<file path="src/rtl/stp_pkg.sv">
// ============================================================================
// stp_pkg
// Types, constants and microcode ROM for the stepper ramp step generator.
// ============================================================================
package stp_pkg;

  localparam int POS_W       = 32;   // position register width (16..64)
  localparam int PERIOD_FRAC = 8;    // fraction bits of a period
  localparam int PERIOD_W    = 32;
  localparam int ACCEL_W     = 48;
  localparam int DECEL_CFG_W = 31;
  localparam int CFG_IDX_W   = 4;
  localparam int CFG_DATA_W  = 48;
  localparam int MUL_W       = 32;
  localparam int ACC_W       = 3 * PERIOD_W + ACCEL_W;       // p^3 * a
  localparam int OPND_W      = 3 * PERIOD_W;                 // holds p^2, then p^3
  localparam int DELTA_SHIFT = ACCEL_W + 2 * PERIOD_FRAC;    // back to period format
  localparam int DELTA_W     = 64;
  localparam int UPC_W       = 5;

  typedef logic [POS_W-1:0]       pos_t;
  typedef logic [POS_W-2:0]       decel_t;
  typedef logic [PERIOD_W-1:0]    period_t;
  typedef logic [UPC_W-1:0]       upc_t;
  typedef logic [CFG_IDX_W-1:0]   cfg_idx_t;

  // configuration register indexes
  localparam cfg_idx_t REG_RAMP_START = cfg_idx_t'(0);
  localparam cfg_idx_t REG_CRUISE     = cfg_idx_t'(1);
  localparam cfg_idx_t REG_ACCEL      = cfg_idx_t'(2);
  localparam cfg_idx_t REG_FULL_DECEL = cfg_idx_t'(3);

  localparam period_t                RST_RAMP_START = period_t'(5724334);
  localparam period_t                RST_CRUISE     = period_t'(256000);
  localparam logic [ACCEL_W-1:0]     RST_ACCEL      = ACCEL_W'(281475);
  localparam logic [DECEL_CFG_W-1:0] RST_FULL_DECEL = DECEL_CFG_W'(500);

  typedef struct packed {
    logic                   kind;
    logic signed [31:0]     target_position;
  } in_t;

  typedef struct packed {
    logic                   step_pulse;
    logic                   moving_down;
    logic signed [31:0]     position;
    logic                   move_done;
    logic [31:0]            active_period;
  } out_t;

  typedef struct packed {
    period_t                  ramp_start_period;
    period_t                  cruise_period;
    logic [ACCEL_W-1:0]       accel_per_us_squared;
    logic [DECEL_CFG_W-1:0]   full_decel_steps;
  } cfg_t;

  typedef enum logic [2:0] {
    SEQ_NEXT,
    SEQ_WAIT_IN,
    SEQ_BR_NOSTEP,
    SEQ_EMIT,
    SEQ_JUMP
  } seq_op_t;

  typedef enum logic [2:0] {
    DP_NONE,
    DP_DECODE,
    DP_CAPTURE,
    DP_DELTA,
    DP_NEWP
  } dp_op_t;

  typedef enum logic [1:0] {
    ASEL_P,
    ASEL_O0,
    ASEL_O1,
    ASEL_O2
  } a_sel_t;

  typedef enum logic [1:0] {
    BSEL_P,
    BSEL_A0,
    BSEL_A1
  } b_sel_t;

  typedef enum logic [1:0] {
    ACC_HOLD,
    ACC_LOAD,
    ACC_ADD
  } acc_op_t;

  typedef struct packed {
    seq_op_t      seq;
    upc_t         target;
    dp_op_t       dp;
    a_sel_t       a_sel;
    b_sel_t       b_sel;
    acc_op_t      acc;
    logic [1:0]   acc_sh;   // partial product offset in 32-bit limbs
  } ctrl_t;

  typedef struct packed {
    logic step_hit;
  } status_t;

  typedef struct packed {
    logic         step;
    logic         down;
    logic [31:0]  position;
    logic         done;
    period_t      last_period;
  } result_t;

  localparam upc_t UPC_FETCH  = upc_t'(0);
  localparam upc_t UPC_DECODE = upc_t'(1);
  localparam upc_t UPC_EMIT   = upc_t'(18);

  // Microcode: a word's accumulate step consumes the product started by
  // the word before it.
  function automatic ctrl_t ucode(upc_t pc);
    ctrl_t w;
    w = '{SEQ_JUMP, UPC_FETCH, DP_NONE, ASEL_P, BSEL_P, ACC_HOLD, 2'd0};
    case (pc)
      upc_t'(0):  w = '{SEQ_WAIT_IN,   UPC_FETCH, DP_NONE,    ASEL_P,  BSEL_P,  ACC_HOLD, 2'd0};
      upc_t'(1):  w = '{SEQ_BR_NOSTEP, UPC_EMIT,  DP_DECODE,  ASEL_P,  BSEL_P,  ACC_HOLD, 2'd0};
      // p^2
      upc_t'(2):  w = '{SEQ_NEXT,      UPC_FETCH, DP_NONE,    ASEL_P,  BSEL_P,  ACC_HOLD, 2'd0};
      upc_t'(3):  w = '{SEQ_NEXT,      UPC_FETCH, DP_NONE,    ASEL_P,  BSEL_P,  ACC_LOAD, 2'd0};
      upc_t'(4):  w = '{SEQ_NEXT,      UPC_FETCH, DP_CAPTURE, ASEL_P,  BSEL_P,  ACC_HOLD, 2'd0};
      // p^3
      upc_t'(5):  w = '{SEQ_NEXT,      UPC_FETCH, DP_NONE,    ASEL_O0, BSEL_P,  ACC_HOLD, 2'd0};
      upc_t'(6):  w = '{SEQ_NEXT,      UPC_FETCH, DP_NONE,    ASEL_O1, BSEL_P,  ACC_LOAD, 2'd0};
      upc_t'(7):  w = '{SEQ_NEXT,      UPC_FETCH, DP_NONE,    ASEL_P,  BSEL_P,  ACC_ADD,  2'd1};
      upc_t'(8):  w = '{SEQ_NEXT,      UPC_FETCH, DP_CAPTURE, ASEL_P,  BSEL_P,  ACC_HOLD, 2'd0};
      // a * p^3
      upc_t'(9):  w = '{SEQ_NEXT,      UPC_FETCH, DP_NONE,    ASEL_O0, BSEL_A0, ACC_HOLD, 2'd0};
      upc_t'(10): w = '{SEQ_NEXT,      UPC_FETCH, DP_NONE,    ASEL_O0, BSEL_A1, ACC_LOAD, 2'd0};
      upc_t'(11): w = '{SEQ_NEXT,      UPC_FETCH, DP_NONE,    ASEL_O1, BSEL_A0, ACC_ADD,  2'd1};
      upc_t'(12): w = '{SEQ_NEXT,      UPC_FETCH, DP_NONE,    ASEL_O1, BSEL_A1, ACC_ADD,  2'd1};
      upc_t'(13): w = '{SEQ_NEXT,      UPC_FETCH, DP_NONE,    ASEL_O2, BSEL_A0, ACC_ADD,  2'd2};
      upc_t'(14): w = '{SEQ_NEXT,      UPC_FETCH, DP_NONE,    ASEL_O2, BSEL_A1, ACC_ADD,  2'd2};
      upc_t'(15): w = '{SEQ_NEXT,      UPC_FETCH, DP_NONE,    ASEL_P,  BSEL_P,  ACC_ADD,  2'd3};
      upc_t'(16): w = '{SEQ_NEXT,      UPC_FETCH, DP_DELTA,   ASEL_P,  BSEL_P,  ACC_HOLD, 2'd0};
      upc_t'(17): w = '{SEQ_NEXT,      UPC_FETCH, DP_NEWP,    ASEL_P,  BSEL_P,  ACC_HOLD, 2'd0};
      upc_t'(18): w = '{SEQ_EMIT,      UPC_FETCH, DP_NONE,    ASEL_P,  BSEL_P,  ACC_HOLD, 2'd0};
      default:    w = '{SEQ_JUMP,      UPC_FETCH, DP_NONE,    ASEL_P,  BSEL_P,  ACC_HOLD, 2'd0};
    endcase
    return w;
  endfunction

endpackage

</file>
<file path="src/rtl/stp_sequencer.sv">
// ============================================================================
// stp_sequencer
// Microprogram counter and control ROM with conditional branch on step.
// ============================================================================
module stp_sequencer (
  input  logic              clk,
  input  logic              rst,
  input  logic              in_fire,
  input  logic              out_free,
  input  stp_pkg::status_t  status,
  output stp_pkg::ctrl_t    ctrl
);

  stp_pkg::upc_t upc;
  stp_pkg::upc_t upc_next;

  assign ctrl = stp_pkg::ucode(upc);

  always_comb begin
    upc_next = upc + stp_pkg::upc_t'(1);
    case (ctrl.seq)
      stp_pkg::SEQ_NEXT:      upc_next = upc + stp_pkg::upc_t'(1);
      stp_pkg::SEQ_WAIT_IN:   upc_next = in_fire ? upc + stp_pkg::upc_t'(1) : upc;
      stp_pkg::SEQ_BR_NOSTEP: upc_next = status.step_hit ? upc + stp_pkg::upc_t'(1) : ctrl.target;
      stp_pkg::SEQ_EMIT:      upc_next = out_free ? ctrl.target : upc;
      stp_pkg::SEQ_JUMP:      upc_next = ctrl.target;
      default:                upc_next = stp_pkg::UPC_FETCH;
    endcase
  end

  always_ff @(posedge clk) begin
    if (rst) begin
      upc <= stp_pkg::UPC_FETCH;
    end else begin
      upc <= upc_next;
    end
  end

endmodule

</file>
<file path="config.mk">
export PLATFORM = sky130hd
export DESIGN_NAME = stp_sequencer
export DESIGN_NICKNAME = d
export VERILOG_FILES = /design/src/rtl/stp_pkg.sv /design/src/rtl/stp_sequencer.sv
export SDC_FILE = /design/constraint.sdc
export NUM_CORES = 1
export LEC_CHECK = 0
export ABC_AREA = 0
export BUFFER_PORTS_ARGS = -buffer_cell sky130_fd_sc_hd__buf_2
export CAP_MARGIN = 20
export CORE_ASPECT_RATIO = 1.25
export CORE_MARGIN = 2
export CORE_UTILIZATION = 38
export CTS_CLUSTER_SIZE = 12
export DETAILED_ROUTE_END_ITERATION = 7
export PLACE_DENSITY = 0.67
export SLEW_MARGIN = 5
export SYNTH_ARGS = -nofsm -noshare
export SYNTH_HDL_FRONTEND = slang
export SYNTH_SLANG_ARGS = --single-unit
</file>
<file path="constraint.sdc">
create_clock -name clk -period 4.17 [get_ports clk]
set_input_delay 0.417 -clock clk [delete_from_list [all_inputs] [get_ports clk]]
set_output_delay 0.417 -clock clk [all_outputs]
set_load 0.02 [all_outputs]
</file>
======== Word level (Yosys, flattened, before mapping) ========
Memories as Yosys holds them, arrays and structs flattened. A register that Yosys moved wholly into a read port is not among the register bits.
Index checks and enable logic that the tools add are counted.
W data, S select, Z words.
word-level totals
  register bits ........................... 5
  bits of input ports ..................... 5
  word-level logic and storage cells ...... 17
  output and inout bits ................... 19
  memory bits (read-only) ................. 512
  memories ................................ 1
memories
  name             words  width  rd ports  clocked after Yosys merged registers in  wr ports  RTL line        text
  (no name shown)  32     16     1         1                                        0         stp_pkg.sv:124  case (pc)
cells by class
  reduce and logical (&&, ||, !) cells .... 2
  $add $sub $neg .......................... 1
  eq/ne operators ......................... 6
  mux-type cells .......................... 6
operator list
  kind                   count
  $mux W5                5
  $pmux W5 S5            1
  $eq A3 B2 Y1 const B   2
  $add A5 B1 Y5 const B  1
  $ne A2 B2 Y1 const B   2
  $eq A3 B1 Y1 const B   1
  $eq A3 B3 Y1 const B   1
  $logic_not A3 Y1       1
  $reduce_and A2 Y1      1

======== Longest topological paths before layout ========
Gate-level depths: netlist of run 1.
  depth after elaboration ................. 5
  gate-level depth with buffers ........... 13
  mapped depth without buffers ............ 11

======== Worst setup path after synthesis of run 1 ========
OpenSTA, ideal clock, no wires.
  path kind ............................... flip-flop to flip-flop
  start point ............................. register ctrl[17] (netlist name)
  end point ............................... register ctrl[0] (netlist name)
  library setup time ...................... 69 ps
  stages on the path, launching flop included .. 12
  path slack .............................. 1614 ps
  arrival time ............................ 2488 ps
  data required time ...................... 4101 ps
  path through ............................ dfxtp_1 buf_6 mux2i_1 and3_1 buf_6 nor2_1 a22o_1 nor2_1 inv_1 ha_1 or4b_1 o21ai_1
between the ends
  longest elaborated chain between the ends .. 5
  elaborated cells between the ends (all ways) .. 11
ends and longest elaborated chain
  element                                              RTL line             text
  $eq A3 B2 Y1 / $eq A3 B1 Y1 (equally long branches)  stp_sequencer.sv:21  case (ctrl.seq)
  $ne A2 B2 Y1 (no line)                               -
  $reduce_and A2 Y1 (no line)                          -
  $mux W5 (no line) (*) (2 in a row)                   -
Mark *: on every way between the ends. The rest lies on a longest branch, timed or not.
A chain may end at the register's enable or synchronous reset.

======== Worst setup path after layout of run 1 ========
  start point ............................. register ctrl[17] (netlist name)
  end point ............................... register ctrl[0] (netlist name)
between the ends
  longest elaborated chain between the ends .. 5
  elaborated cells between the ends (all ways) .. 11
ends and longest elaborated chain
  element                                              RTL line
  $eq A3 B2 Y1 / $eq A3 B1 Y1 (equally long branches)  stp_sequencer.sv:21
  $ne A2 B2 Y1 (no line)                               -
  $reduce_and A2 Y1 (no line)                          -
  $mux W5 (no line) (*) (2 in a row)                   -
Marked as above.

==> results.toml, run 1 <==
[clock_tree]
clkSinkCount = 20
cts_max_level = 1
cts-root-buf = "clkbuf_8"
cts_tree = "yes"
clockBufferDepth = 2
clkTransAtPathRegs_ns = 0.07
ctsResizeCount = 0
postCtsSetupBuffers = 0
hold_buffers = 0
clock_latency_ns = 0.26
cts_made_buffers = 3

[synth]
async_flop_share = 0
synth_area_sq_mm = 0.00123
synth_enable_flop_cells = 0
yosysSeqAreaShare = 0.326
synth_cell_types = 50
ys.warnings.count = 0
synth_flop_cell = "dfxtp_1"
synth_cells = 137
post_synth.cell_area_avg_sq_um = 8.96
ys_ff_latch = 20

[floorplanning]
rows = 23
die_area_sq_mm = 0.00370
die_h_microns = 67.5
start_util = 0.391
core-area_sq_mm = 0.00314
die_w_microns = 54.8
num_io_pins = 24

[timing]
grt_setup_unrepaired = "no"
fmaxAchievable_ghz = 0.353
clock_skew_ns = 0.00122
hold_viol = 0
fin_crit_sh = 0.680
period_minus_slack_ns = 2.84
setup_viol = 0
slew_viol_final = 0
setup-tns-final_ns = 0
worst_slack_ns = 1.33

[cells_and_area]
drive_gt1_frac = 0.235
fillers = 301
stdcell_area_sq_mm = 0.00137
area_growth_syn_to_layout_pct = 11.3
final_cells = 190
nets = 166
diodes = 0

[global_routing]
grt_max_degree = 19
track_usage = 0.167
use_met2 = 0.292
grt.busiest_layer = "met2"
antenna_found_initial = 0
gr-usage-met3 = 0.0288
overflow = 0
grt_pass1_wl_microns = 4460
grt_pass1_vias = 987
grt_use_met1 = 0.186

[power_and_ir_drop]
ir_drop_uv = 276
power_uw = 777
p_leak_uw = 0.000566
power_density_mw_per_mm2 = 568

[worst_setup_path]
cp.required_ns = 4.37
worstPathCellList = "mux2i_1, and3_1, nor2_1, a22o_1, nor2_1, inv_1, ha_1, or4b_1, o21ai_1"
crit_top_cell = "nor2_1"
cp_slowest_cell = "dfxtp_1"
cp.arrival_ns = 3.03
crit_type = "register to register"
critPathLaunchType = "register"
cp_max_fo = 12
slowest_delay_ns = 0.54
end_kind = "register"

[placement]
gp_congestion = 0.908
portBuffers = 20
hpwl_microns = 2050
dp_cells = 186
dp_slack_ns = 1.38
placed_cell_area_sq_mm = 0.00131

[detailed_routing]
vias = 1044
drt_pass1_iterations = 4
drt-vias-per-instance = 5.49
drt-wirelength-per-cell_microns = 14.4
final_antenna_net_count = 0
drt_iter0_markers = 9
drc = 0
finalWirelength_microns = 2740

[worst_hold_path]
hold_path.class = "primary input to register"

[run]
cap_violations = 0

[status]
status = "finished, final reports clean"
-- kinds of logic (layout without fill, tap and decap cells) --
group | Yosys count | in the layout | share of synthesized area
flops | 20 | 20 | 0.326
other cells | 1 | 3 | 0.00306
mux | 2 | 2 | 0.0163
fa+ha+maj | 7 | 7 | 0.0714
buf+inv | 20 | 34 | 0.0877
compound gates | 34 | 34 | 0.246
xor+xnor | 2 | 2 | 0.0143
simple gates | 51 | 51 | 0.235
-- path summary, 6_finish.rpt --
| path | from | to | slack (ns) | cells after the start |
|---|---|---|---|---|
| worst min register to register | upc[1]$_SDFFE_PP0N_ | upc[1]$_SDFFE_PP0N_ | 0.63 | 3 |
| worst max-delay path | ctrl[17]$_DFF_P_ | ctrl[0]$_SDFF_PP0_ | 1.33 | 9 |
| worst max register to register | ctrl[17]$_DFF_P_ | ctrl[0]$_SDFF_PP0_ | 1.33 | 9 |
| worst min-delay path | rst | upc[1]$_SDFFE_PP0N_ | 0.53 | 2 |
-- placed cells by master, fill, tap and decap left out, types with 2 or more instances in the layout --
| cell | count |
|---|---|
| and3_1 | 3 |
| ha_1 | 7 |
| mux2i_1 | 2 |
| conb_1 | 3 |
| inv_1 | 10 |
| dfxtp_1 | 20 |
| nand4_1 | 2 |
| o21ai_1 | 3 |
| clkbuf_8 | 4 |
| buf_2 | 20 |
| a21o_1 | 2 |
| nor4_1 | 3 |
| nor3_2 | 2 |
| and2_1 | 2 |
| or3_1 | 2 |
| nand2b_1 | 3 |
| nand2_1 | 5 |
| a21oi_1 | 3 |
| nor2_1 | 13 |
| o21ai_0 | 8 |
| nand3_1 | 9 |
| a21boi_0 | 2 |
-- worst max-delay path: cells and delay by family (launching register included) --
family / cells / cell delay (ns)
buffers and inverters: 1 / 0.12
AOI/OAI and AO/OA: 2 / 0.32
muxes: 1 / 0.24
adders and majority gates: 1 / 0.31
DFF: 1 / 0.54
and+or+nand+nor: 4 / 1.24
-- per-layer routing --
metal	vias up	part of all wire
met5	-	0
met4	0	0.033
met2	22	0.53
met1	492	0.41
met3	10	0.028
li1	520	-
-- Yosys cell counts (2+ instances only) --
| cell type | instances | share of area |
|---|---|---|
| dfxtp_1 | 20 | 0.33 |
| nor2_1 | 13 | 0.040 |
| inv_1 | 10 | 0.031 |
| nand3_1 | 9 | 0.037 |
| o21ai_0 | 8 | 0.033 |
| ha_1 | 7 | 0.071 |
| nand2_1 | 5 | 0.015 |
| buf_4 | 4 | 0.024 |
| a21oi_1 | 3 | 0.012 |
| and3_1 | 3 | 0.015 |
| nand2b_1 | 3 | 0.015 |
| nor4_1 | 3 | 0.015 |
| o21ai_1 | 3 | 0.012 |
| a21boi_0 | 2 | 0.012 |
| a21o_1 | 2 | 0.012 |
| and2_1 | 2 | 0.010 |
| buf_2 | 2 | 0.0082 |
| buf_6 | 2 | 0.018 |
| mux2i_1 | 2 | 0.016 |
| nand4_1 | 2 | 0.010 |
| nor3_2 | 2 | 0.016 |
| or3_1 | 2 | 0.010 |
-- per-stage QoR --
stage                     utilization  hold WS, ns
after floorplan                     -        0.540
after global placement          0.418        0.592
after detailed placement        0.418        0.609
after CTS                       0.436        0.531
after global routing            0.436        0.556
final                           0.436        0.529
-- area by class of cell --
class	instances	area, sq um	area share
Timing Repair Buffer	20	100	0.0733
Sequential cell	20	400	0.293
Tap cell	37	46.3	0.0339
Inverter	10	37.5	0.0275
Clock buffer	4	55.1	0.0403
Multi-Input combinational cell	99	727	0.532
-- state kept, by name, summed over array words and instances, names as in the netlist --
signal / cells
ctrl: 15
upc: 5
-- where the power goes --
part	switching [uW]	total, uW	internal (uW)
registers	40.3	266	225
logic	235	363	128
clock network	63.7	148	84.1
total	339	777	438
No activity file was read; power rests on OpenSTA's default activity.
==> run 2, diff against run 1 <==
- clock period: 4.17 -> 2.7 ns (I/O delays scaled with it)
==> run 2 against run 1 <==
Effect of this change:
- die area unchanged
- first-iteration DRC count rose to 3.2 times the previous value
- global-route usage about the same
- critical path type unchanged
- largest cell class unchanged
==> results.toml, run 2 (synthesized netlist as in run 1, its figures left out) <==
[worst_setup_path]
cp.required_ns = 2.89
cp_max_fo = 5
crit_family = "simple AND/OR/NAND/NOR gates"
worstPathCellList = "mux2i_1, and3_1, buf_4, a21oi_2, nor2_1, inv_1, ha_1, or4b_1, o21ai_1"
crit_type = "register to register"
end_kind = "register"
cp.arrival_ns = 2.70
crit_buf_inv = 2
slowest_delay_ns = 0.47
cp_slowest_cell = "or4b_1"
critPathLaunchType = "register"

[timing]
slew_viol_final = 0
period_minus_slack_ns = 2.51
hold_viol = 0
setup-tns-final_ns = 0
setup_viol = 0
fmaxAchievable_ghz = 0.399
clock_skew_ns = 0.00641
grt_setup_unrepaired = "no"
fin_crit_sh = 0.928

[cells_and_area]
drive_gt1_frac = 0.253
area_growth_syn_to_layout_pct = 12.1
multi_input_area_sq_um = 736
fillers = 310
diodes = 0
nets = 168
most-common-layout-cells = "dfxtp_1 (20), buf_2 (20), nor2_1 (12), inv_1 (10), nand3_1 (9)"
seq_area_sq_um = 400
largest_reg_flops = 15

[floorplanning]
start_util = 0.391
num_io_pins = 24
die_area_sq_mm = 0.00370
rows = 23
core-area_sq_mm = 0.00314
die_h_microns = 67.5
die_w_microns = 54.8

[clock_tree]
clock_latency_ns = 0.26
cts-root-buf = "clkbuf_8"
clockBufferDepth = 2
clkSinkCount = 20
cts_max_level = 1
clkTransAtPathRegs_ns = 0.07
cts_made_buffers = 3
cts_tree = "yes"
hold_buffers = 0

[detailed_routing]
drt_iter0_markers = 29
drt_pass1_iterations = 4
final_antenna_net_count = 0
finalWirelength_microns = 2800
drt-vias-per-instance = 5.46
vias = 1043
drt-wirelength-per-cell_microns = 14.7
drc = 0

[global_routing]
grt_pass1_vias = 998
antenna_found_initial = 0
grt_pass1_wl_microns = 4470
overflow = 0
grt_max_degree = 19
track_usage = 0.167

[run]
cap_violations = 0

[power_and_ir_drop]
power_uw = 1190
ir_drop_uv = 416
p_leak_uw = 0.000569
power_density_mw_per_mm2 = 866

[placement]
portBuffers = 20
hpwl_microns = 2160
gp_congestion = 0.850

[status]
status = "finished, final reports clean"

[worst_hold_path]
hold_path.class = "primary input to register"
-- run 2: changes by cell type in the layout (fill, tap and decap cells not counted), sizes merged --
cell | previous run | this run
clkbuf | 4 | 3
buf | 20 | 22
-- run 2: final cells by class --
type	count	area share
Multi-Input combinational cell	99	0.535
Sequential cell	20	0.291
Timing Repair Buffer	22	0.0836
Tap cell	37	0.0336
Clock buffer	3	0.0300
Inverter	10	0.0273
-- run 2: power breakdown --
part	internal (uW)	leakage, uW	switching, uW
clock network	99.3	0.0000216	92.5
logic	216	0.000384	385
registers	348	0.000163	52.0
total	663	0.000569	529
-- run 2: per-stage QoR --
step	util	hold slack (ns)	std cells	instance area (sq um)	setup WS (ns)
6_report	0.439	0.397	191	1380	0.194
5_1_grt	0.439	0.427	191	1380	0.0320
4_1_cts	0.436	0.395	191	1370	0.159
3_5_place_dp	0.423	0.587	188	1330	0.210
3_3_place_gp	0.423	0.590	188	1330	0.291
2_1_floorplan	-	0.540	139	1230	0.144
-- run 2: worst paths after layout --
check / start / end / slack (ns) / depth (start not counted)
worst max-delay path: ctrl[17]$_DFF_P_ / ctrl[0]$_SDFF_PP0_ / 0.19 / 9
worst min-delay path: rst / upc[0]$_SDFFE_PP0N_ / 0.40 / 2
worst max register to register: ctrl[17]$_DFF_P_ / ctrl[0]$_SDFF_PP0_ / 0.19 / 9
worst min register to register: upc[0]$_SDFFE_PP0N_ / upc[0]$_SDFFE_PP0N_ / 0.60 / 2
-- run 2: metal layers --
metal,wire (microns),track usage,up-vias
li1,-,-,519
met1,1140,0.199,498
met2,1560,0.292,21
met3,68,0.0155,5
met4,36,0.0750,0
met5,0,0,-
-- run 2: repair_timing --
action | 4_1_cts | 5_1_grt
resized for setup | 0 | 2
buffers inserted | 0 | 0
endpoints found under the setup margin | 0 | 1
