===== config.mk =====
export PLATFORM = sky130hd
export DESIGN_NAME = stp_datapath
export DESIGN_NICKNAME = d
export VERILOG_FILES = /design/src/rtl/stp_pkg.sv /design/src/rtl/stp_datapath.sv
export SDC_FILE = /design/constraint.sdc
export NUM_CORES = 2
export LEC_CHECK = 0
export ABC_CLOCK_PERIOD_IN_PS = 11650
export BUFFER_PORTS_ARGS = -buffer_cell sky130_fd_sc_hd__buf_4
export CAP_MARGIN = 20
export CORE_MARGIN = 5
export CORE_UTILIZATION = 59
export DETAILED_ROUTE_END_ITERATION = 12
export PLACE_DENSITY_LB_ADDON = 0.05
export RECOVER_POWER = 25
export SYNTH_ARGS = -nofsm -noshare
export SYNTH_HDL_FRONTEND = slang
export SYNTH_SLANG_ARGS = --single-unit

===== constraint.sdc =====
create_clock -name clk -period 11.65 [get_ports clk]
set_input_delay 2.33 -clock clk [delete_from_list [all_inputs] [get_ports clk]]
set_output_delay 2.33 -clock clk [all_outputs]
set_load 0.01 [all_outputs]

===== src/rtl/stp_pkg.sv =====
// ============================================================================
// stp_pkg
// Types, constants and microcode ROM for the stepper ramp step generator.
// ============================================================================
package stp_pkg;

  localparam int POS_W       = 32;   // position register width (16..64)
  localparam int PERIOD_FRAC = 8;    // fraction bits of a period
  localparam int PERIOD_W    = 32;
  localparam int ACCEL_W     = 48;
  localparam int DECEL_CFG_W = 31;
  localparam int CFG_IDX_W   = 4;
  localparam int CFG_DATA_W  = 48;
  localparam int MUL_W       = 32;
  localparam int ACC_W       = 3 * PERIOD_W + ACCEL_W;       // p^3 * a
  localparam int OPND_W      = 3 * PERIOD_W;                 // holds p^2, then p^3
  localparam int DELTA_SHIFT = ACCEL_W + 2 * PERIOD_FRAC;    // back to period format
  localparam int DELTA_W     = 64;
  localparam int UPC_W       = 5;

  typedef logic [POS_W-1:0]       pos_t;
  typedef logic [POS_W-2:0]       decel_t;
  typedef logic [PERIOD_W-1:0]    period_t;
  typedef logic [UPC_W-1:0]       upc_t;
  typedef logic [CFG_IDX_W-1:0]   cfg_idx_t;

  // configuration register indexes
  localparam cfg_idx_t REG_RAMP_START = cfg_idx_t'(0);
  localparam cfg_idx_t REG_CRUISE     = cfg_idx_t'(1);
  localparam cfg_idx_t REG_ACCEL      = cfg_idx_t'(2);
  localparam cfg_idx_t REG_FULL_DECEL = cfg_idx_t'(3);

  localparam period_t                RST_RAMP_START = period_t'(5724334);
  localparam period_t                RST_CRUISE     = period_t'(256000);
  localparam logic [ACCEL_W-1:0]     RST_ACCEL      = ACCEL_W'(281475);
  localparam logic [DECEL_CFG_W-1:0] RST_FULL_DECEL = DECEL_CFG_W'(500);

  typedef struct packed {
    logic                   kind;
    logic signed [31:0]     target_position;
  } in_t;

  typedef struct packed {
    logic                   step_pulse;
    logic                   moving_down;
    logic signed [31:0]     position;
    logic                   move_done;
    logic [31:0]            active_period;
  } out_t;

  typedef struct packed {
    period_t                  ramp_start_period;
    period_t                  cruise_period;
    logic [ACCEL_W-1:0]       accel_per_us_squared;
    logic [DECEL_CFG_W-1:0]   full_decel_steps;
  } cfg_t;

  typedef enum logic [2:0] {
    SEQ_NEXT,
    SEQ_WAIT_IN,
    SEQ_BR_NOSTEP,
    SEQ_EMIT,
    SEQ_JUMP
  } seq_op_t;

  typedef enum logic [2:0] {
    DP_NONE,
    DP_DECODE,
    DP_CAPTURE,
    DP_DELTA,
    DP_NEWP
  } dp_op_t;

  typedef enum logic [1:0] {
    ASEL_P,
    ASEL_O0,
    ASEL_O1,
    ASEL_O2
  } a_sel_t;

  typedef enum logic [1:0] {
    BSEL_P,
    BSEL_A0,
    BSEL_A1
  } b_sel_t;

  typedef enum logic [1:0] {
    ACC_HOLD,
    ACC_LOAD,
    ACC_ADD
  } acc_op_t;

  typedef struct packed {
    seq_op_t      seq;
    upc_t         target;
    dp_op_t       dp;
    a_sel_t       a_sel;
    b_sel_t       b_sel;
    acc_op_t      acc;
    logic [1:0]   acc_sh;   // partial product offset in 32-bit limbs
  } ctrl_t;

  typedef struct packed {
    logic step_hit;
  } status_t;

  typedef struct packed {
    logic         step;
    logic         down;
    logic [31:0]  position;
    logic         done;
    period_t      last_period;
  } result_t;

  localparam upc_t UPC_FETCH  = upc_t'(0);
  localparam upc_t UPC_DECODE = upc_t'(1);
  localparam upc_t UPC_EMIT   = upc_t'(18);

  // Microcode: a word's accumulate step consumes the product started by
  // the word before it.
  function automatic ctrl_t ucode(upc_t pc);
    ctrl_t w;
    w = '{SEQ_JUMP, UPC_FETCH, DP_NONE, ASEL_P, BSEL_P, ACC_HOLD, 2'd0};
    case (pc)
      upc_t'(0):  w = '{SEQ_WAIT_IN,   UPC_FETCH, DP_NONE,    ASEL_P,  BSEL_P,  ACC_HOLD, 2'd0};
      upc_t'(1):  w = '{SEQ_BR_NOSTEP, UPC_EMIT,  DP_DECODE,  ASEL_P,  BSEL_P,  ACC_HOLD, 2'd0};
      // p^2
      upc_t'(2):  w = '{SEQ_NEXT,      UPC_FETCH, DP_NONE,    ASEL_P,  BSEL_P,  ACC_HOLD, 2'd0};
      upc_t'(3):  w = '{SEQ_NEXT,      UPC_FETCH, DP_NONE,    ASEL_P,  BSEL_P,  ACC_LOAD, 2'd0};
      upc_t'(4):  w = '{SEQ_NEXT,      UPC_FETCH, DP_CAPTURE, ASEL_P,  BSEL_P,  ACC_HOLD, 2'd0};
      // p^3
      upc_t'(5):  w = '{SEQ_NEXT,      UPC_FETCH, DP_NONE,    ASEL_O0, BSEL_P,  ACC_HOLD, 2'd0};
      upc_t'(6):  w = '{SEQ_NEXT,      UPC_FETCH, DP_NONE,    ASEL_O1, BSEL_P,  ACC_LOAD, 2'd0};
      upc_t'(7):  w = '{SEQ_NEXT,      UPC_FETCH, DP_NONE,    ASEL_P,  BSEL_P,  ACC_ADD,  2'd1};
      upc_t'(8):  w = '{SEQ_NEXT,      UPC_FETCH, DP_CAPTURE, ASEL_P,  BSEL_P,  ACC_HOLD, 2'd0};
      // a * p^3
      upc_t'(9):  w = '{SEQ_NEXT,      UPC_FETCH, DP_NONE,    ASEL_O0, BSEL_A0, ACC_HOLD, 2'd0};
      upc_t'(10): w = '{SEQ_NEXT,      UPC_FETCH, DP_NONE,    ASEL_O0, BSEL_A1, ACC_LOAD, 2'd0};
      upc_t'(11): w = '{SEQ_NEXT,      UPC_FETCH, DP_NONE,    ASEL_O1, BSEL_A0, ACC_ADD,  2'd1};
      upc_t'(12): w = '{SEQ_NEXT,      UPC_FETCH, DP_NONE,    ASEL_O1, BSEL_A1, ACC_ADD,  2'd1};
      upc_t'(13): w = '{SEQ_NEXT,      UPC_FETCH, DP_NONE,    ASEL_O2, BSEL_A0, ACC_ADD,  2'd2};
      upc_t'(14): w = '{SEQ_NEXT,      UPC_FETCH, DP_NONE,    ASEL_O2, BSEL_A1, ACC_ADD,  2'd2};
      upc_t'(15): w = '{SEQ_NEXT,      UPC_FETCH, DP_NONE,    ASEL_P,  BSEL_P,  ACC_ADD,  2'd3};
      upc_t'(16): w = '{SEQ_NEXT,      UPC_FETCH, DP_DELTA,   ASEL_P,  BSEL_P,  ACC_HOLD, 2'd0};
      upc_t'(17): w = '{SEQ_NEXT,      UPC_FETCH, DP_NEWP,    ASEL_P,  BSEL_P,  ACC_HOLD, 2'd0};
      upc_t'(18): w = '{SEQ_EMIT,      UPC_FETCH, DP_NONE,    ASEL_P,  BSEL_P,  ACC_HOLD, 2'd0};
      default:    w = '{SEQ_JUMP,      UPC_FETCH, DP_NONE,    ASEL_P,  BSEL_P,  ACC_HOLD, 2'd0};
    endcase
    return w;
  endfunction

endpackage


===== src/rtl/stp_datapath.sv =====
// ============================================================================
// stp_datapath
// Move state, shared 32x32 multiplier, accumulator and period update.
// ============================================================================
module stp_datapath (
  input  logic              clk,
  input  logic              rst,
  input  stp_pkg::ctrl_t    ctrl,
  input  stp_pkg::cfg_t     cfg,
  input  stp_pkg::in_t      item,
  output stp_pkg::status_t  status,
  output stp_pkg::result_t  result
);

  localparam int ACC_W = stp_pkg::ACC_W;

  // move state
  stp_pkg::pos_t     current_position;
  stp_pkg::pos_t     goal_position;
  stp_pkg::period_t  next_period;
  stp_pkg::decel_t   decel_point;
  logic              decelerating;
  logic              direction_down;
  logic [31:0]       elapsed_ticks;
  stp_pkg::period_t  last_period;
  logic              step_flag;

  // arithmetic
  logic [2*stp_pkg::MUL_W-1:0]  prod;
  logic [ACC_W-1:0]             acc;
  logic [stp_pkg::OPND_W-1:0]   opnd;
  logic [stp_pkg::DELTA_W-1:0]  delta;

  logic [stp_pkg::MUL_W-1:0]    mul_a;
  logic [stp_pkg::MUL_W-1:0]    mul_b;
  logic [ACC_W-1:0]             acc_base;
  logic [ACC_W-1:0]             acc_next;

  // decode
  stp_pkg::pos_t     goal_new;
  logic              down_new;
  stp_pkg::pos_t     dist_new;
  stp_pkg::pos_t     half_new;
  stp_pkg::decel_t   decel_new;
  stp_pkg::pos_t     travel;
  logic [31:0]       elapsed_inc;
  logic              moving;
  logic              hit;

  // delta and new period
  logic [ACC_W:0]               rnd_full;
  logic [ACC_W:0]               rnd_shift;
  logic [stp_pkg::DELTA_W-1:0]  delta_next;
  logic [stp_pkg::PERIOD_W:0]   up_sum;
  stp_pkg::period_t             np_raw;
  stp_pkg::period_t             np;

  always_comb begin
    case (ctrl.a_sel)
      stp_pkg::ASEL_P:  mul_a = next_period;
      stp_pkg::ASEL_O0: mul_a = opnd[31:0];
      stp_pkg::ASEL_O1: mul_a = opnd[63:32];
      stp_pkg::ASEL_O2: mul_a = opnd[95:64];
      default:          mul_a = next_period;
    endcase
    case (ctrl.b_sel)
      stp_pkg::BSEL_P:  mul_b = next_period;
      stp_pkg::BSEL_A0: mul_b = cfg.accel_per_us_squared[31:0];
      stp_pkg::BSEL_A1: mul_b = 32'(cfg.accel_per_us_squared[stp_pkg::ACCEL_W-1:32]);
      default:          mul_b = next_period;
    endcase
  end

  assign acc_base = (ctrl.acc == stp_pkg::ACC_LOAD) ? '0 : acc;
  assign acc_next = acc_base + (ACC_W'(prod) << {ctrl.acc_sh, 5'd0});

  // start of a move
  assign goal_new  = stp_pkg::pos_t'(item.target_position);
  assign down_new  = $signed(goal_new) < $signed(current_position);
  assign dist_new  = down_new ? current_position - goal_new : goal_new - current_position;
  assign half_new  = dist_new >> 1;
  assign decel_new = (64'(half_new) < 64'(cfg.full_decel_steps)) ?
                     stp_pkg::decel_t'(half_new) : stp_pkg::decel_t'(cfg.full_decel_steps);

  // tick
  assign travel      = direction_down ? current_position - goal_position
                                      : goal_position - current_position;
  assign moving      = current_position != goal_position;
  assign elapsed_inc = (elapsed_ticks == '1) ? elapsed_ticks : elapsed_ticks + 32'd1;
  assign hit         = elapsed_inc >= (next_period >> stp_pkg::PERIOD_FRAC);

  assign status.step_hit = !item.kind && moving && hit;

  // round half up, then saturate to the delta width
  assign rnd_full   = {1'b0, acc} + ((ACC_W + 1)'(1) << (stp_pkg::DELTA_SHIFT - 1));
  assign rnd_shift  = rnd_full >> stp_pkg::DELTA_SHIFT;
  assign delta_next = ((rnd_shift >> stp_pkg::DELTA_W) != '0) ? '1
                                                              : rnd_shift[stp_pkg::DELTA_W-1:0];

  assign up_sum = {1'b0, next_period} + (stp_pkg::PERIOD_W + 1)'(delta);

  always_comb begin
    if (decelerating) begin
      np_raw = (delta > stp_pkg::DELTA_W'({stp_pkg::PERIOD_W{1'b1}})
                || up_sum[stp_pkg::PERIOD_W]) ? '1 : up_sum[stp_pkg::PERIOD_W-1:0];
    end else begin
      np_raw = (delta >= stp_pkg::DELTA_W'(next_period)) ? '0
               : next_period - stp_pkg::period_t'(delta);
    end
    np = (np_raw < cfg.cruise_period) ? cfg.cruise_period : np_raw;
  end

  always_ff @(posedge clk) begin
    prod <= mul_a * mul_b;
    if (ctrl.acc != stp_pkg::ACC_HOLD) begin
      acc <= acc_next;
    end
    if (ctrl.dp == stp_pkg::DP_CAPTURE) begin
      opnd <= acc[stp_pkg::OPND_W-1:0];
    end
    if (ctrl.dp == stp_pkg::DP_DELTA) begin
      delta <= delta_next;
    end
  end

  always_ff @(posedge clk) begin
    if (rst) begin
      current_position <= '0;
      goal_position    <= '0;
      next_period      <= '0;
      decel_point      <= '0;
      decelerating     <= 1'b0;
      direction_down   <= 1'b0;
      elapsed_ticks    <= '0;
      last_period      <= '0;
      step_flag        <= 1'b0;
    end else begin
      case (ctrl.dp)
        stp_pkg::DP_DECODE: begin
          step_flag <= status.step_hit;
          if (item.kind) begin
            goal_position  <= goal_new;
            direction_down <= down_new;
            decel_point    <= decel_new;
            next_period    <= cfg.ramp_start_period;
            decelerating   <= 1'b0;
            elapsed_ticks  <= '0;
          end else if (moving) begin
            elapsed_ticks <= hit ? '0 : elapsed_inc;
            if (hit) begin
              // flip the ramp at the deceleration point
              if (travel == stp_pkg::pos_t'(decel_point)) begin
                decelerating <= !decelerating;
              end
              current_position <= direction_down ? current_position - stp_pkg::pos_t'(1)
                                                 : current_position + stp_pkg::pos_t'(1);
              last_period <= (travel == stp_pkg::pos_t'(1)) ? '0 : next_period;
            end
          end
        end
        stp_pkg::DP_NEWP: begin
          next_period <= np;
        end
        default: begin
        end
      endcase
    end
  end

  assign result.step        = step_flag;
  assign result.down        = direction_down;
  assign result.position    = 32'(current_position);
  assign result.done        = !moving;
  assign result.last_period = last_period;

endmodule


Word level (Yosys, flattened, before mapping)
Cells that the tools add are included.
Storage, ports and cells
  register bits: 562
  word-level logic and storage cells: 88
Operators by class
  $add $sub $neg: 11
  multipliers: 1
  $lt $le $gt $ge: 6
  equal/unequal tests: 15
  shifts and indexed selects: 1
  mux-type cells: 22
  bitwise gates (word level): 1
  reductions and logical operators: 18
Operators with widths (count)
  32-bit 2-to-1 mux: 13
  32-bit subtractor: 5
  144-bit by 64-bit adder with 145-bit output (second input constant): 1
  145-bit nonzero test: 1
  144-bit adder: 1
  144-bit 2-to-1 mux: 1
  64-bit by 7-bit << shifter with 144-bit output: 1
  32-bit one-hot mux with 2 select lines: 2
  32-bit one-hot mux with 4 select lines: 1
  32-bit by 1-bit adder with 32-bit output (second input constant): 2
  64-bit by 32-bit greater-or-equal comparator with 1-bit output: 1
  64-bit by 32-bit > comparator with 1-bit output (second input constant): 1
  32-bit < comparator: 2
  32-bit by 32-bit multiplier with 64-bit output: 1
  32-bit by 33-bit adder with 33-bit output: 1
  32-bit by 1-bit equality test with 1-bit output (second input constant): 1
  32-bit by 31-bit equality test with 1-bit output: 1
  32-bit equality test (second input constant): 1
  32-bit by 24-bit greater-or-equal comparator with 1-bit output: 1
  32-bit != test: 1
  32-bit by 1-bit subtractor with 32-bit output (second input constant): 1
  31-bit < comparator: 1
  31-bit 2-to-1 mux: 1
  2-bit nonzero test: 5
  other kinds (14): 28

Depth between registers and ports, before layout
  depth in word-level cells: 7
  depth in mapped cells: 40

Worst setup path before layout
Ideal clock, no wire load.
  kind: in2reg
  from: input port ctrl[6] (netlist bit)
  to: register prod[63] (netlist bit)
  setup time: 0.121 ns
  arrival: 11.094 ns
  required time: 11.529 ns
  slack: 0.436 ns
  stages: 37
  cells stage by stage: clkbuf_1 -> buf_1 -> buf_1 -> mux2i_1 -> nand2_1 -> o21ai_0 -> clkbuf_1 -> nor2_1 -> fa_1 -> fa_1 -> fa_1 -> inv_1 -> fa_1 -> inv_1 -> fa_1 -> inv_1 -> fa_1 -> inv_1 -> fa_1 -> inv_1 -> fa_1 -> inv_1 -> ha_1 -> nand3_1 -> nor2_1 -> nand2_1 -> o21ai_0 -> nand4_1 -> a211oi_1 -> o211ai_1 -> nor2b_1 -> a31oi_1 -> nand3_1 -> a31oi_1 -> a221o_1 -> a21oi_1 -> xnor2_1
Between the ends
  longest elaborated chain between the ends: 3
  elaborated cells between the ends (all ways): 6
Ends and longest elaborated chain
  start: declaration: RTL line stp_datapath.sv:8  | input stp_pkg::ctrl_t ctrl,
  2-bit equality test (tied with other cells): RTL line stp_datapath.sv:59  | case (ctrl.a_sel)
  32-bit one-hot mux with 4 select lines (*): RTL line stp_datapath.sv:59
  32-bit by 32-bit multiplier with 64-bit output (*): RTL line stp_datapath.sv:114  | prod <= mul_a * mul_b;
  end signal: assignment: RTL line stp_datapath.sv:114
  end: declaration: RTL line stp_datapath.sv:29  | logic [2*stp_pkg::MUL_W-1:0] prod;
Every way passes the cells marked *; elsewhere a longest branch is shown, timed or not.
A chain may end at the register's enable or synchronous reset.

Worst setup path in the final report
  from: input port ctrl[6] (netlist bit)
  to: register prod[62] (netlist bit)
The elaborated chain is that of the path after synthesis.

==> impl_metrics.csv <==
group,metric,value,unit
status,run_status,"finished with violations",
status,violations,"capacitance limit, slew limit",
final_layout,register_area,14300,um^2
timing,fmax,0.0878,GHz
floorplanning,die_h,379,um
route,first_pass_iters,6,
floorplanning,ios,265,
yosys,synth_area,80300,um^2
placed_design,pre_cts_ws,-0.125,ns
pwr,peakVddDrop,666,uV
clocking,cts_resized,0,
placed_design,dpl.hpwl,248000,um
clocking,cts_tree,"built",
yosys,postSynthCellCount,9636,
setup_path,cp_num_buf_inv,8,
setup_path,crit_family,"compound AO/OA/AOI/OAI gates",
timing,hold_viol,0,
clocking,clkSinkCount,562,
setup_path,crit_path_max_fanout,51,
hold_path,worstHoldStart,"acc[29]",
flow_run,maxCapViolCount,4,
route,remaining_drc_errors,0,
grt,antenna_found_initial,23,
clocking,clkLatencyLatePin,0.69,ns
setup_path,crit_slowest_cell,"o21ai_2",
route,drt-vias-per-instance,6.22,
timing,fin_crit_sh,97.8,%
grt,gr-total-overflow,0,
clocking,cts_setup_buffers,0,
floorplanning,rows,135,
grt,grt_pass1_wl,442000,um
yosys,ys.flop_type,"edfxtp_1",
pwr,powerDensity,267,nW/um^2
setup_path,slowest_delay,0.95,ns
floorplanning,coreArea,135000,um^2
hold_path,min-delay-path-class,"flip-flop to flip-flop",
timing,setup_tns,0,ns
setup_path,end_kind,"flip-flop",
floorplanning,dieArea,144000,um^2
timing,rsz0062_at_grt,"false",
timing,maxSlewViolCount,244,
setup_path,r2r_setup_slack,1.61,ns
clocking,cts_buffers,66,
floorplanning,start_util,59.3,%
placed_design,gp_congestion,1.09,
final_layout,multi_input_area,59300,um^2
clocking,cts_htree_levels,3,
placed_design,dpl_cell_area,86400,um^2
pwr,leakage,0.0421,uW
route,drt_first_iter_violations,8212,
grt,grt_max_degree,94,
clocking,cts.path.max_buffers,3,
placed_design,placed_cells,11600,
hold_path,holdPathEnd,"opnd[29]",
yosys,synth_seq_cells,562,
final_layout,fin_cells,11700,
setup_path,cp_common_cell,"fa_1",
timing,setup-violations-final,0,
yosys,syn_nets,11500,
timing,tightest_slew,3.86,ns
clocking,ctsHoldBuffers,0,
timing,layout_setup_ws,0.261,ns
final_layout,fillers,11400,
timing,whs,0.433,ns
timing,skew,0.0457,ns
setup_path,cp.depth,33,
yosys,ys_seq_area_share,17.8,%
yosys,synth_edf_count,304,
clocking,path_clk_slew,0.07,ns
yosys,ys_types,96,
floorplanning,dieWidth,379,um
setup_path,worstRegToRegCells,36,
hold_path,min_path_cells,0,
route,wirelength,299000,um
yosys,syn_avg_cell_area,8.33,um^2
placed_design,io_buffers,256,
final_layout,nNetsFinal,11700,
setup_path,r2r-end,"prod[63]",
clocking,root_buffer,"clkbuf_16",
yosys,async_flop_share,0,%
setup_path,arrival,12.00,ns
route,wl_per_cell,25.5,um
setup_path,cp-start-kind,"input pin",
final_layout,area_growth,10.4,%
final_layout,drive_above_1_share,9.07,%
grt,grt_use_total,41.2,%
grt,grt_pass1_vias,71700,
setup_path,crit_type,"input pin to flip-flop",
yosys,ys_warn_count,0,
timing,timing.slew.headroom,-157,%
route,antenna_left,0,
setup_path,cp.required,12.26,ns
route,vias,73100,
setup_path,reg2reg_from,"next_period[14]",
final_layout,design_area,88600,um^2
timing,finalCriticalPeriod,11.39,ns
==> through the flow <==
step	total power, uW	utilization [%]
floorplan	13100	-
global placement	20600	63.8
detailed placement	20800	63.8
CTS	23100	65.5
global route	25100	65.5
finish	23700	65.5
==> area by class of cell <==
class / count / area share [%]
antenna: 13 / 0.0367
clock buffer: 88 / 2.08
clock inverter: 32 / 0.394
inverter: 1275 / 5.40
multi-input combinational: 7282 / 67.0
sequential: 562 / 16.1
tap: 1781 / 2.52
timing repair buffer: 704 / 6.46
==> synthesized netlist by cell type, drive strengths merged (13+ instances only) <==
master / count / area [um^2]
a22oi: 53 / 398
or2: 17 / 106
o221ai: 13 / 120
nor2b: 107 / 669
or3: 34 / 213
o31ai: 36 / 270
o211ai: 61 / 458
a21oi: 636 / 3190
mux2i: 120 / 1200
fa: 904 / 18100
xor2: 167 / 1460
a21o: 272 / 2040
inv: 1275 / 4790
clkbuf: 439 / 1650
dfxtp: 258 / 5160
edfxtp: 304 / 9130
nor4: 32 / 200
a21boi: 18 / 135
nand2b: 66 / 413
nand3: 146 / 748
nand2: 1089 / 4090
o21ai: 382 / 1920
a221o: 15 / 150
a211oi: 71 / 538
nor2: 1028 / 3870
a221oi: 23 / 214
and3: 72 / 450
a311oi: 22 / 193
ha: 743 / 9300
buf: 78 / 403
o21bai: 102 / 766
nand4: 130 / 813
and4: 27 / 239
nor3: 81 / 405
and2: 217 / 1360
a211o: 15 / 131
o21a: 100 / 751
xnor2: 231 / 2020
a31oi: 55 / 359
a22o: 33 / 289
==> flip-flops by register name, summed over array words and instances (netlist names) <==
name / flops
elapsed_ticks: 32
decel_point: 31
delta: 64
goal_position: 32
prod: 64
current_position: 32
decelerating: 1
step_flag: 1
next_period: 32
acc: 144
last_period: 32
direction_down: 1
opnd: 96
==> routing by layer <==
layer	wire [um]	up-vias	global-route usage [%]	part of all wire, %
met1	116000	35500	54.3	39
li1	-	32400	-	-
met3	37400	915	12.7	13
met5	101	-	0	0.034
met4	21100	16	23.0	7.1
met2	125000	4197	60.5	42
==> power breakdown <==
group / switching, uW / internal, uW / total [uW]
clock: 958 / 1200 / 2160
combinational: 10600 / 7460 / 18000
sequential: 651 / 2840 / 3490
total: 12200 / 11500 / 23700
==> logic make-up after synthesis <==
kind of cell	after synthesis	share of synthesized area (%)
XOR/XNOR	404	4.51
buffers and inverters	1792	8.52
AND/OR/NAND/NOR	3092	17.4
adder cells (fa/ha/maj)	1647	34.1
AO/OA/AOI/OAI	2007	16.0
multiplexers	132	1.67
flip-flops	562	17.8
==> worst max path at each step <==
stage               startpoint  endpoint
global route           ctrl[6]  prod[62]
CTS                    ctrl[5]  prod[63]
finish                 ctrl[6]  prod[62]
detailed placement     ctrl[5]  prod[63]
global placement       ctrl[5]  prod[63]
floorplan              ctrl[6]  prod[63]
==> worst reg2reg max path, delay by kind of cell (launching register included) <==
family	cells	cell delay, ns
XOR/XNOR	1	0.15
AND/OR/NAND/NOR	3	0.62
adder cells (fa/ha/maj)	9	4.38
flip-flops	1	0.90
buffers and inverters	10	1.45
AO/OA/AOI/OAI	13	2.45
==> layout by cell type (no fill, tap or decap), types with 105 or more instances in the layout <==
| master | instances |
|---|---|
| xor2_1 | 167 |
| xnor2_1 | 231 |
| nor2_1 | 1025 |
| buf_4 | 651 |
| nor2b_1 | 105 |
| edfxtp_1 | 304 |
| a21o_1 | 272 |
| nand3_1 | 144 |
| dfxtp_1 | 256 |
| nand4_1 | 130 |
| a21oi_1 | 632 |
| inv_1 | 1275 |
| o21ai_0 | 308 |
| fa_1 | 904 |
| nand2_1 | 1087 |
| and2_1 | 214 |
| ha_1 | 742 |
| mux2i_1 | 120 |
(Power assumes the default switching activity.)
